==> config.mk <==
export PLATFORM = sky130hd
export DESIGN_NAME = heading_steering_controller_core
export DESIGN_NICKNAME = d
export VERILOG_FILES = /design/src/rtl/core/hsc_pkg.sv /design/src/rtl/core/hsc_csr.sv /design/src/rtl/core/hsc_state.sv /design/src/rtl/core/hsc_steer.sv /design/src/rtl/core/heading_steering_controller_core.sv
export VERILOG_INCLUDE_DIRS = /design/src /design/src/rtl/core
export SDC_FILE = /design/constraint.sdc
export NUM_CORES = 1
export LEC_CHECK = 0
export CAP_MARGIN = 20
export CORE_MARGIN = 1.5
export CORE_UTILIZATION = 43
export CTS_BUF_LIST = sky130_fd_sc_hd__clkbuf_4 sky130_fd_sc_hd__clkbuf_8
export CTS_CLUSTER_DIAMETER = 150
export DETAILED_ROUTE_END_ITERATION = 12
export DONT_BUFFER_PORTS = 1
export MAX_ROUTING_LAYER = met4
export PLACE_DENSITY = 0.63
export REMOVE_ABC_BUFFERS = 1
export SLEW_MARGIN = 40
export SYNTH_ARGS = -nofsm -noshare
export SYNTH_HDL_FRONTEND = slang
export SYNTH_SLANG_ARGS = --single-unit
==> constraint.sdc <==
create_clock -name clock -period 9.31 [get_ports clock]
set_clock_uncertainty 0.2 [all_clocks]
set_input_delay 1.862 -clock clock [delete_from_list [all_inputs] [get_ports clock]]
set_output_delay 1.862 -clock clock [all_outputs]
set_load 0.005 [all_outputs]
==> src/rtl/core/heading_steering_controller_core_defines.svh <==
// Assertion macros shared by the core.
`ifndef HEADING_STEERING_CONTROLLER_CORE_DEFINES_SVH
`define HEADING_STEERING_CONTROLLER_CORE_DEFINES_SVH

// Same-cycle implication, disabled during reset.
`define HSC_ASSERT_NOW(label, clk, rst, ante, cons, msg) \
   label: assert property (@(posedge clk) disable iff (rst) (ante) |-> (cons)) else $error(msg);

// Next-cycle implication, disabled during reset.
`define HSC_ASSERT_NEXT(label, clk, rst, ante, cons, msg) \
   label: assert property (@(posedge clk) disable iff (rst) (ante) |=> (cons)) else $error(msg);

`endif

==> src/rtl/core/hsc_pkg.sv <==
package hsc_pkg;

   localparam int FUNC_W     = 4;
   localparam int HEAD_W     = 9;
   localparam int PRIO_W     = 4;
   localparam int GAIN_W     = 10;
   localparam int CMD_W      = 16;
   localparam int ERR_W      = 10;
   localparam int DIFF_W     = 11;
   localparam int SUM_W      = 20;
   localparam int CSR_ADDR_W = 4;
   localparam int CSR_DATA_W = 32;

   localparam int NUM_SENDERS_DEFAULT = 8;

   localparam logic [FUNC_W-1:0] FUNC_MEASURE    = 4'd0;
   localparam logic [FUNC_W-1:0] FUNC_SET_TARGET = 4'd1;
   localparam logic [FUNC_W-1:0] FUNC_LEFT90     = 4'd2;
   localparam logic [FUNC_W-1:0] FUNC_RIGHT90    = 4'd3;
   localparam logic [FUNC_W-1:0] FUNC_TURN180    = 4'd4;
   localparam logic [FUNC_W-1:0] FUNC_DISABLE    = 4'd5;
   localparam logic [FUNC_W-1:0] FUNC_ENABLE     = 4'd6;
   localparam logic [FUNC_W-1:0] FUNC_REPORT     = 4'd7;
   localparam logic [FUNC_W-1:0] FUNC_SET_MIN    = 4'd8;
   localparam logic [FUNC_W-1:0] FUNC_RESET_MIN  = 4'd9;

   localparam logic KIND_STEER  = 1'b0;
   localparam logic KIND_REPORT = 1'b1;

   localparam logic [1:0] REG_GAIN   = 2'd0;
   localparam logic [1:0] REG_CENTER = 2'd1;
   localparam logic [1:0] REG_LOWER  = 2'd2;
   localparam logic [1:0] REG_UPPER  = 2'd3;

   localparam logic [GAIN_W-1:0] GAIN_RESET   = 10'd250;
   localparam logic [CMD_W-1:0]  CENTER_RESET = 16'd15000;
   localparam logic [CMD_W-1:0]  LOWER_RESET  = 16'd10000;
   localparam logic [CMD_W-1:0]  UPPER_RESET  = 16'd20000;

   localparam logic [HEAD_W:0] QUARTER_TURN = 10'd90;
   localparam logic [HEAD_W:0] HALF_TURN    = 10'd180;
   localparam logic [HEAD_W:0] FULL_TURN    = 10'd360;

   typedef struct packed {
      logic [GAIN_W-1:0] gain;
      logic [CMD_W-1:0]  center_offset;
      logic [CMD_W-1:0]  lower_limit;
      logic [CMD_W-1:0]  upper_limit;
   } cfg_type;

   typedef struct packed {
      logic [FUNC_W-1:0] func;
      logic [HEAD_W-1:0] heading_deg;
      logic [PRIO_W-1:0] sender_priority;
   } item_type;

   typedef struct packed {
      logic              has_result;
      logic              kind;
      logic [HEAD_W-1:0] target;
   } step_type;

endpackage

==> src/rtl/core/hsc_csr.sv <==
module hsc_csr
   import hsc_pkg::*;
(
   input  logic                  clock,
   input  logic                  reset,
   input  logic                  csr_psel,
   input  logic                  csr_penable,
   input  logic                  csr_pwrite,
   input  logic [CSR_ADDR_W-1:0] csr_paddr,
   input  logic [CSR_DATA_W-1:0] csr_pwdata,
   output logic [CSR_DATA_W-1:0] csr_prdata,
   output logic                  csr_pready,
   output cfg_type               cfg
);

   cfg_type    cfg_ff, cfg_in;
   logic [1:0] reg_idx;
   logic       wr_en;

   assign reg_idx    = csr_paddr[3:2];
   assign wr_en      = csr_psel && csr_penable && csr_pwrite;
   assign csr_pready = 1'b1;
   assign cfg        = cfg_ff;

   always_comb begin
      cfg_in = cfg_ff;
      if (wr_en) begin
         case (reg_idx)
            REG_GAIN:   cfg_in.gain          = csr_pwdata[GAIN_W-1:0];
            REG_CENTER: cfg_in.center_offset = csr_pwdata[CMD_W-1:0];
            REG_LOWER:  cfg_in.lower_limit   = csr_pwdata[CMD_W-1:0];
            REG_UPPER:  cfg_in.upper_limit   = csr_pwdata[CMD_W-1:0];
            default:    cfg_in = cfg_ff;
         endcase
      end
   end

   always_comb begin
      case (reg_idx)
         REG_GAIN:   csr_prdata = CSR_DATA_W'(cfg_ff.gain);
         REG_CENTER: csr_prdata = CSR_DATA_W'(cfg_ff.center_offset);
         REG_LOWER:  csr_prdata = CSR_DATA_W'(cfg_ff.lower_limit);
         REG_UPPER:  csr_prdata = CSR_DATA_W'(cfg_ff.upper_limit);
         default:    csr_prdata = '0;
      endcase
   end

   always_ff @(posedge clock) begin
      if (reset) begin
         cfg_ff.gain          <= GAIN_RESET;
         cfg_ff.center_offset <= CENTER_RESET;
         cfg_ff.lower_limit   <= LOWER_RESET;
         cfg_ff.upper_limit   <= UPPER_RESET;
      end else begin
         cfg_ff <= cfg_in;
      end
   end

endmodule

==> src/rtl/core/hsc_state.sv <==
module hsc_state
   import hsc_pkg::*;
#(
   parameter int NUM_SENDERS = NUM_SENDERS_DEFAULT
)
(
   input  logic     clock,
   input  logic     reset,
   input  item_type item,
   input  logic     fire,
   output step_type step
);

   localparam logic [PRIO_W-1:0] MIN_PRIO_RESET = PRIO_W'(NUM_SENDERS);

   logic [HEAD_W-1:0] target_ff, target_in;
   logic              active_ff, active_in;
   logic [PRIO_W-1:0] min_prio_ff, min_prio_in;
   logic              prio_ok;
   logic [HEAD_W:0]   right_sum, half_sum;
   logic [HEAD_W-1:0] left_turn, right_turn, half_turn;

   assign prio_ok = item.sender_priority <= min_prio_ff;

   // Turns keep one wrap correction only; 360 itself may stay.
   assign right_sum  = {1'b0, target_ff} + QUARTER_TURN;
   assign half_sum   = {1'b0, target_ff} + HALF_TURN;
   assign left_turn  = ({1'b0, target_ff} < QUARTER_TURN)
                     ? HEAD_W'({1'b0, target_ff} + FULL_TURN - QUARTER_TURN)
                     : HEAD_W'({1'b0, target_ff} - QUARTER_TURN);
   assign right_turn = (right_sum > FULL_TURN) ? HEAD_W'(right_sum - FULL_TURN)
                                               : right_sum[HEAD_W-1:0];
   assign half_turn  = (half_sum > FULL_TURN) ? HEAD_W'(half_sum - FULL_TURN)
                                              : half_sum[HEAD_W-1:0];

   always_comb begin
      target_in   = target_ff;
      active_in   = active_ff;
      min_prio_in = min_prio_ff;
      if (fire && item.func != FUNC_MEASURE && prio_ok) begin
         case (item.func)
            FUNC_SET_TARGET: target_in   = item.heading_deg;
            FUNC_LEFT90:     target_in   = left_turn;
            FUNC_RIGHT90:    target_in   = right_turn;
            FUNC_TURN180:    target_in   = half_turn;
            FUNC_DISABLE:    active_in   = 1'b0;
            FUNC_ENABLE:     active_in   = 1'b1;
            FUNC_SET_MIN:    min_prio_in = item.sender_priority;
            FUNC_RESET_MIN:  min_prio_in = MIN_PRIO_RESET;
            default:         target_in   = target_ff;
         endcase
      end
   end

   always_comb begin
      step.target = target_ff;
      if (item.func == FUNC_MEASURE) begin
         step.has_result = active_ff;
         step.kind       = KIND_STEER;
      end else begin
         step.has_result = (item.func == FUNC_REPORT) && prio_ok;
         step.kind       = KIND_REPORT;
      end
   end

   always_ff @(posedge clock) begin
      if (reset) begin
         target_ff   <= '0;
         active_ff   <= 1'b1;
         min_prio_ff <= MIN_PRIO_RESET;
      end else begin
         target_ff   <= target_in;
         active_ff   <= active_in;
         min_prio_ff <= min_prio_in;
      end
   end

endmodule

==> src/rtl/core/hsc_steer.sv <==
module hsc_steer
   import hsc_pkg::*;
(
   input  logic [HEAD_W-1:0] heading_deg,
   input  logic [HEAD_W-1:0] target,
   input  cfg_type           cfg,
   output logic [CMD_W-1:0]  steering_command
);

   logic signed [DIFF_W-1:0] diff, diff_wrap;
   logic signed [ERR_W-1:0]  err;
   logic signed [SUM_W-1:0]  err_x, gain_x, prod, sum, upper_x, lower_x;

   assign diff = $signed({2'b00, heading_deg}) - $signed({2'b00, target});

   always_comb begin
      if (diff > $signed({1'b0, HALF_TURN}))
         diff_wrap = diff - $signed({1'b0, FULL_TURN});
      else if (diff < -$signed({1'b0, HALF_TURN}))
         diff_wrap = diff + $signed({1'b0, FULL_TURN});
      else
         diff_wrap = diff;
   end

   // Wrapped error stays within +/-180.
   assign err     = diff_wrap[ERR_W-1:0];
   assign err_x   = SUM_W'(err);
   assign gain_x  = $signed(SUM_W'(cfg.gain));
   assign prod    = err_x * gain_x;
   assign sum     = prod + $signed(SUM_W'(cfg.center_offset));
   assign upper_x = $signed(SUM_W'(cfg.upper_limit));
   assign lower_x = $signed(SUM_W'(cfg.lower_limit));

   always_comb begin
      if (sum > upper_x)
         steering_command = cfg.upper_limit;
      else if (sum < lower_x)
         steering_command = cfg.lower_limit;
      else
         steering_command = sum[CMD_W-1:0];
   end

endmodule

==> src/rtl/core/heading_steering_controller_core.sv <==
// Pipeline: an item with a result goes from the input register through the
// steering/command stage into the result register, which drives rsp_valid.
// Throughput: one item per cycle unless a stalled result holds an item back;
// the single compute stage and the result register set the rate, and a stalled
// result holds back only the input register.
// Reset (synchronous, active high): target 0, enabled, minimum priority
// NUM_SENDERS, registers at their defaults, both pipeline registers empty.
`include "heading_steering_controller_core_defines.svh"

module heading_steering_controller_core
   import hsc_pkg::*;
#(
   parameter int NUM_SENDERS = NUM_SENDERS_DEFAULT
)
(
   input  logic                  clock,
   input  logic                  reset,
   input  logic                  req_valid,
   output logic                  req_stall,
   input  logic [FUNC_W-1:0]     req_func,
   input  logic [HEAD_W-1:0]     req_heading_deg,
   input  logic [PRIO_W-1:0]     req_sender_priority,
   output logic                  rsp_valid,
   input  logic                  rsp_stall,
   output logic                  rsp_kind,
   output logic [CMD_W-1:0]      rsp_steering_command,
   output logic [HEAD_W-1:0]     rsp_target_heading,
   input  logic                  csr_psel,
   input  logic                  csr_penable,
   input  logic                  csr_pwrite,
   input  logic [CSR_ADDR_W-1:0] csr_paddr,
   input  logic [CSR_DATA_W-1:0] csr_pwdata,
   output logic [CSR_DATA_W-1:0] csr_prdata,
   output logic                  csr_pready
);

   cfg_type           cfg;
   step_type          step;
   item_type          item_ff, item_in;
   logic              in_valid_ff, in_valid_in;
   logic              out_valid_ff, out_valid_in;
   logic              kind_ff, kind_in;
   logic [CMD_W-1:0]  cmd_ff, cmd_in;
   logic [HEAD_W-1:0] out_target_ff, out_target_in;
   logic [CMD_W-1:0]  steer_cmd;
   logic              accept, fire, load_out;

   hsc_csr u_csr (
      .clock       (clock),
      .reset       (reset),
      .csr_psel    (csr_psel),
      .csr_penable (csr_penable),
      .csr_pwrite  (csr_pwrite),
      .csr_paddr   (csr_paddr),
      .csr_pwdata  (csr_pwdata),
      .csr_prdata  (csr_prdata),
      .csr_pready  (csr_pready),
      .cfg         (cfg)
   );

   hsc_state #(
      .NUM_SENDERS (NUM_SENDERS)
   ) u_state (
      .clock (clock),
      .reset (reset),
      .item  (item_ff),
      .fire  (fire),
      .step  (step)
   );

   hsc_steer u_steer (
      .heading_deg      (item_ff.heading_deg),
      .target           (step.target),
      .cfg              (cfg),
      .steering_command (steer_cmd)
   );

   // An item with no result retires even while the result register is stalled.
   assign fire      = in_valid_ff && (!step.has_result || !out_valid_ff || !rsp_stall);
   assign load_out  = fire && step.has_result;
   assign req_stall = in_valid_ff && !fire;
   assign accept    = req_valid && !req_stall;

   always_comb begin
      item_in     = item_ff;
      in_valid_in = in_valid_ff;
      if (accept) begin
         item_in.func            = req_func;
         item_in.heading_deg     = req_heading_deg;
         item_in.sender_priority = req_sender_priority;
         in_valid_in             = 1'b1;
      end else if (fire) begin
         in_valid_in = 1'b0;
      end
   end

   always_comb begin
      out_valid_in  = out_valid_ff;
      kind_in       = kind_ff;
      cmd_in        = cmd_ff;
      out_target_in = out_target_ff;
      if (load_out) begin
         out_valid_in  = 1'b1;
         kind_in       = step.kind;
         cmd_in        = (step.kind == KIND_REPORT) ? '0 : steer_cmd;
         out_target_in = step.target;
      end else if (!rsp_stall) begin
         out_valid_in = 1'b0;
      end
   end

   always_ff @(posedge clock) begin
      if (reset) begin
         in_valid_ff  <= 1'b0;
         out_valid_ff <= 1'b0;
      end else begin
         in_valid_ff  <= in_valid_in;
         out_valid_ff <= out_valid_in;
      end
   end

   always_ff @(posedge clock) begin
      item_ff       <= item_in;
      kind_ff       <= kind_in;
      cmd_ff        <= cmd_in;
      out_target_ff <= out_target_in;
   end

   assign rsp_valid            = out_valid_ff;
   assign rsp_kind             = kind_ff;
   assign rsp_steering_command = cmd_ff;
   assign rsp_target_heading   = out_target_ff;

   `HSC_ASSERT_NOW(a_report_zero_cmd, clock, reset,
      rsp_valid && rsp_kind == KIND_REPORT, rsp_steering_command == '0,
      "report item carries a nonzero steering command")
   `HSC_ASSERT_NOW(a_cmd_clamped, clock, reset,
      rsp_valid && rsp_kind == KIND_STEER,
      rsp_steering_command == cfg.upper_limit || rsp_steering_command == cfg.lower_limit ||
      (rsp_steering_command >= cfg.lower_limit && rsp_steering_command <= cfg.upper_limit),
      "steering command outside the limits")
   `HSC_ASSERT_NEXT(a_held_item_kept, clock, reset,
      in_valid_ff && !fire, in_valid_ff,
      "item in the input register lost without retiring")
   `HSC_ASSERT_NOW(a_stall_cause, clock, reset,
      req_stall, in_valid_ff && out_valid_ff && rsp_stall && step.has_result,
      "input stalled without a blocked result")

endmodule
==> qor.csv <==
stage,metric,value,unit
finish,Filler cells,2573,
timing,Final Cycle Share,102,%
clock_network,CTS Buffer Depth,2,
min_path,worst min path class,reg -> reg,
min_path,hold-critical path endpoint,u_state.min_prio_ff[0],
timing,min Tclk post-route,9.48,ns
setup_path,worst reg2reg startpoint,item_ff[4],
timing,Highest Clock Rate,0.105,GHz
timing,RSZ-0062 raised after global routing,yes,
finish,Finished Core Util,54.2,%
clock_network,clk root buf,clkbuf_8,
status,failing checks,setup timing,
finish,multi-input logic area,9090,µm²
finish,register area,2770,µm²
timing,Hold Slack,0.258,ns
floorplanning,die area,29200,µm²
route,Vias/cell,5.55,
timing,Rel. slew slack,42.7,%
setup_path,Reg2Reg Depth,40,
timing,Slew @ Worst Pin,0.857,ns
placement,worst slack at placement,-0.845,ns
min_path,HP Start,u_state.min_prio_ff[0],
clock_network,Worst-Skew Late Latency,0.47,ns
route,DRC violations left,0,
logic_synthesis,cell taking the most area after synthesis,fa_1,
route,WL final,34900,µm
placement,hpwl dp,25800,µm
clock_network,cts bufs inserted,17,
setup_path,Worst EP arrival,9.47,ns
floorplanning,Core Area,27800,µm²
finish,post-layout net count,1793,
timing,fin worst setup slack,-0.169,ns
setup_path,"Largest stage delay, worst path",0.58,ns
global_route,GRT overflow,0,
setup_path,Startpoint Class,register,
setup_path,"Slowest-stage cell, CP",or4_4,
logic_synthesis,Ys Warns,0,
setup_path,Setup crit end kind,register,
finish,Ant. Diodes,0,
status,status,"complete, but fails checks",
global_route,largest net degree at the start of global routing,76,
route,Post-DRT Antenna Nets,0,
logic_synthesis,Post-Synthesis Cells,1382,
logic_synthesis,Synth area leaders,"fa_1 (13%), ha_1 (13%), dfxtp_1 (12%)",
timing,Setup Viol. Count Final,16,
floorplanning,initial core utilization,43.7,%
logic_synthesis,Yosys reg bits,117,
finish,"commonest non-fill, non-tap cells in the layout","inv_1 (172), buf_4 (168), nand2_1 (155), ha_1 (111), a21oi_1 (75)",
setup_path,reg-to-reg setup timing slack,-0.17,ns
setup_path,most frequent CP cell,fa_1,
setup_path,"delay-heaviest family, CP",adder cells,
clock_network,clock-pin slew on the worst setup and hold paths,0.08,ns
placement,I/O Buffers,0,
timing,"Slew Viols, Final",0,
logic_synthesis,post-synthesis sequential area ratio,22.8,%
logic_synthesis,"Primary FF master, synth",dfxtp_1,
floorplanning,number of core rows,61,
setup_path,Critical Path Fanout Max,8,
setup_path,crit path kind,reg -> reg,
global_route,number of global-route vias before repair,10800,
logic_synthesis,average cell area after synthesis,8.78,µm²
floorplanning,Die X,171,µm
timing,Fin Setup TNS,-2.05,ns
route,1st-iter DRT viols,664,
setup_path,CP bufs+invs,12,
min_path,Worst Hold Depth,2,
floorplanning,number of I/O pins,121,
timing,final hold violation count,0,
logic_synthesis,share of the synthesized area in the top cell type,13.2,%
global_route,antenna violations before repair,0,
global_route,Total GRT Usage,25.3,%
route,wire per inst,18.2,µm
setup_path,Critical Path RT,9.30,ns
logic_synthesis,asr flop ratio synth,0,%
clock_network,hold buffers post-CTS,0,
clock_network,CTS tree,built,
global_route,first-pass GRT wire length,55600,µm
flow_run,total of max-cap violations,0,
logic_synthesis,Netlist cell types,94,
setup_path,r2r endpoint,rsp_steering_command[2],
logic_synthesis,Mapped Area,12100,µm²
floorplanning,die height,171,µm
finish,Layout area overhead,24.1,%
finish,share of post-route cells with drive strength above 1,24.9,%
placement,routability cong.,0.914,
clock_network,Sink Count,117,
route,vias,10700,
logic_synthesis,"EDFF count, synth",43,
route,1st-pass router iterations,7,
finish,"commonest non-fill, non-tap cell in the layout",inv_1,
clock_network,htree depth,4,
flip-flops by register name (all words and copies together) (netlist names):
signal	flops
rsp_steering_command	16
rsp_valid	1
in_valid_ff	1
u_state.active_ff	1
rsp_target_heading	9
u_state.min_prio_ff	4
u_csr.cfg	58
rsp_kind	1
item_ff	17
u_state.target_ff	9
worst max path at each step:
stage | startpoint | end | slack, ns | cells past startpoint
after floorplan | u_state.target_ff[1] | rsp_steering_command[11] | -0.98 | 33
after global placement | item_ff[4] | rsp_steering_command[15] | -0.73 | 37
after detailed placement | item_ff[4] | rsp_steering_command[5] | -0.85 | 37
after CTS | item_ff[4] | rsp_steering_command[10] | -0.25 | 37
after global routing | item_ff[4] | rsp_steering_command[2] | -0.49 | 41
final | item_ff[4] | rsp_steering_command[2] | -0.17 | 40
metal layers:
layer  share of wire [%]  vias to the layer above  global-route usage, %
met2                  49                      345                   42.6
met5                   0                        -                      -
met4                 3.6                        0                   10.6
li1                    -                     5018                      -
met1                  42                     5234                   30.2
met3                 5.5                       74                   3.91
synthesized netlist by cell type, drive strengths merged (8+ instances only):
library cell and instances:
a211o 23, a211oi 10, a21o 21, a21oi 94, a221oi 13, a31oi 8
and2 36, buf 29, clkbuf 51, dfxtp 74, edfxtp 43, fa 80
ha 122, inv 176, mux2i 10, mux4 10, nand2 167, nand2b 21
nand3 11, nand3b 12, nand4 9, nor2 78, nor2b 34, nor3 13
o211ai 16, o21a 9, o21ai 36, o31ai 17, o41ai 14, xnor2 31
xor2 15
through the flow:
| step | cells | cell area [µm²] |
|---|---|---|
| after global placement | 1854 | 13600 |
| after detailed placement | 1857 | 13600 |
| after floorplan | 1317 | 11800 |
| after global routing | 1922 | 15100 |
| after CTS | 1909 | 14700 |
| final | 1922 | 15100 |
cell type report:
cell class	instances	area share, %
Multi-Input combinational cell	1022	60.3
Sequential cell	117	18.4
Timing Repair Buffer	194	11.0
Inverter	179	4.47
Tap cell	378	3.14
Clock buffer	18	1.60
Clock inverter	14	1.07
logic make-up (layout without fill, tap and decap cells):
| group | count (synthesis) | count (layout) | synth area share [%] |
|---|---|---|---|
| AO/OA/AOI/OAI | 306 | 306 | 18.2 |
| flip-flops | 117 | 117 | 22.8 |
| XOR/XNOR | 46 | 47 | 3.88 |
| buffers and inverters | 259 | 405 | 8.66 |
| multiplexers | 27 | 27 | 3.33 |
| other | 2 | 17 | 0.0619 |
| adder cells (fa/ha/maj) | 202 | 202 | 25.8 |
| AND/OR/NAND/NOR | 423 | 423 | 17.2 |
tightest hold or removal path: cells and delay by family, from the launching register on:
kind / cells / cell delay (ns)
AOI/OAI and AO/OA: 1 / 0.05
and+or+nand+nor: 1 / 0.05
DFF: 1 / 0.32
timing repair:
action,CTS,global route
endpoints found under the setup margin,16,16
cloned,2,0
gates resized for setup,91,50
buffers inserted,19,16
pin swaps,70,59
Power is not shown: default switching activity piles up to over one toggle a cycle in this logic, so the estimate is an artifact.
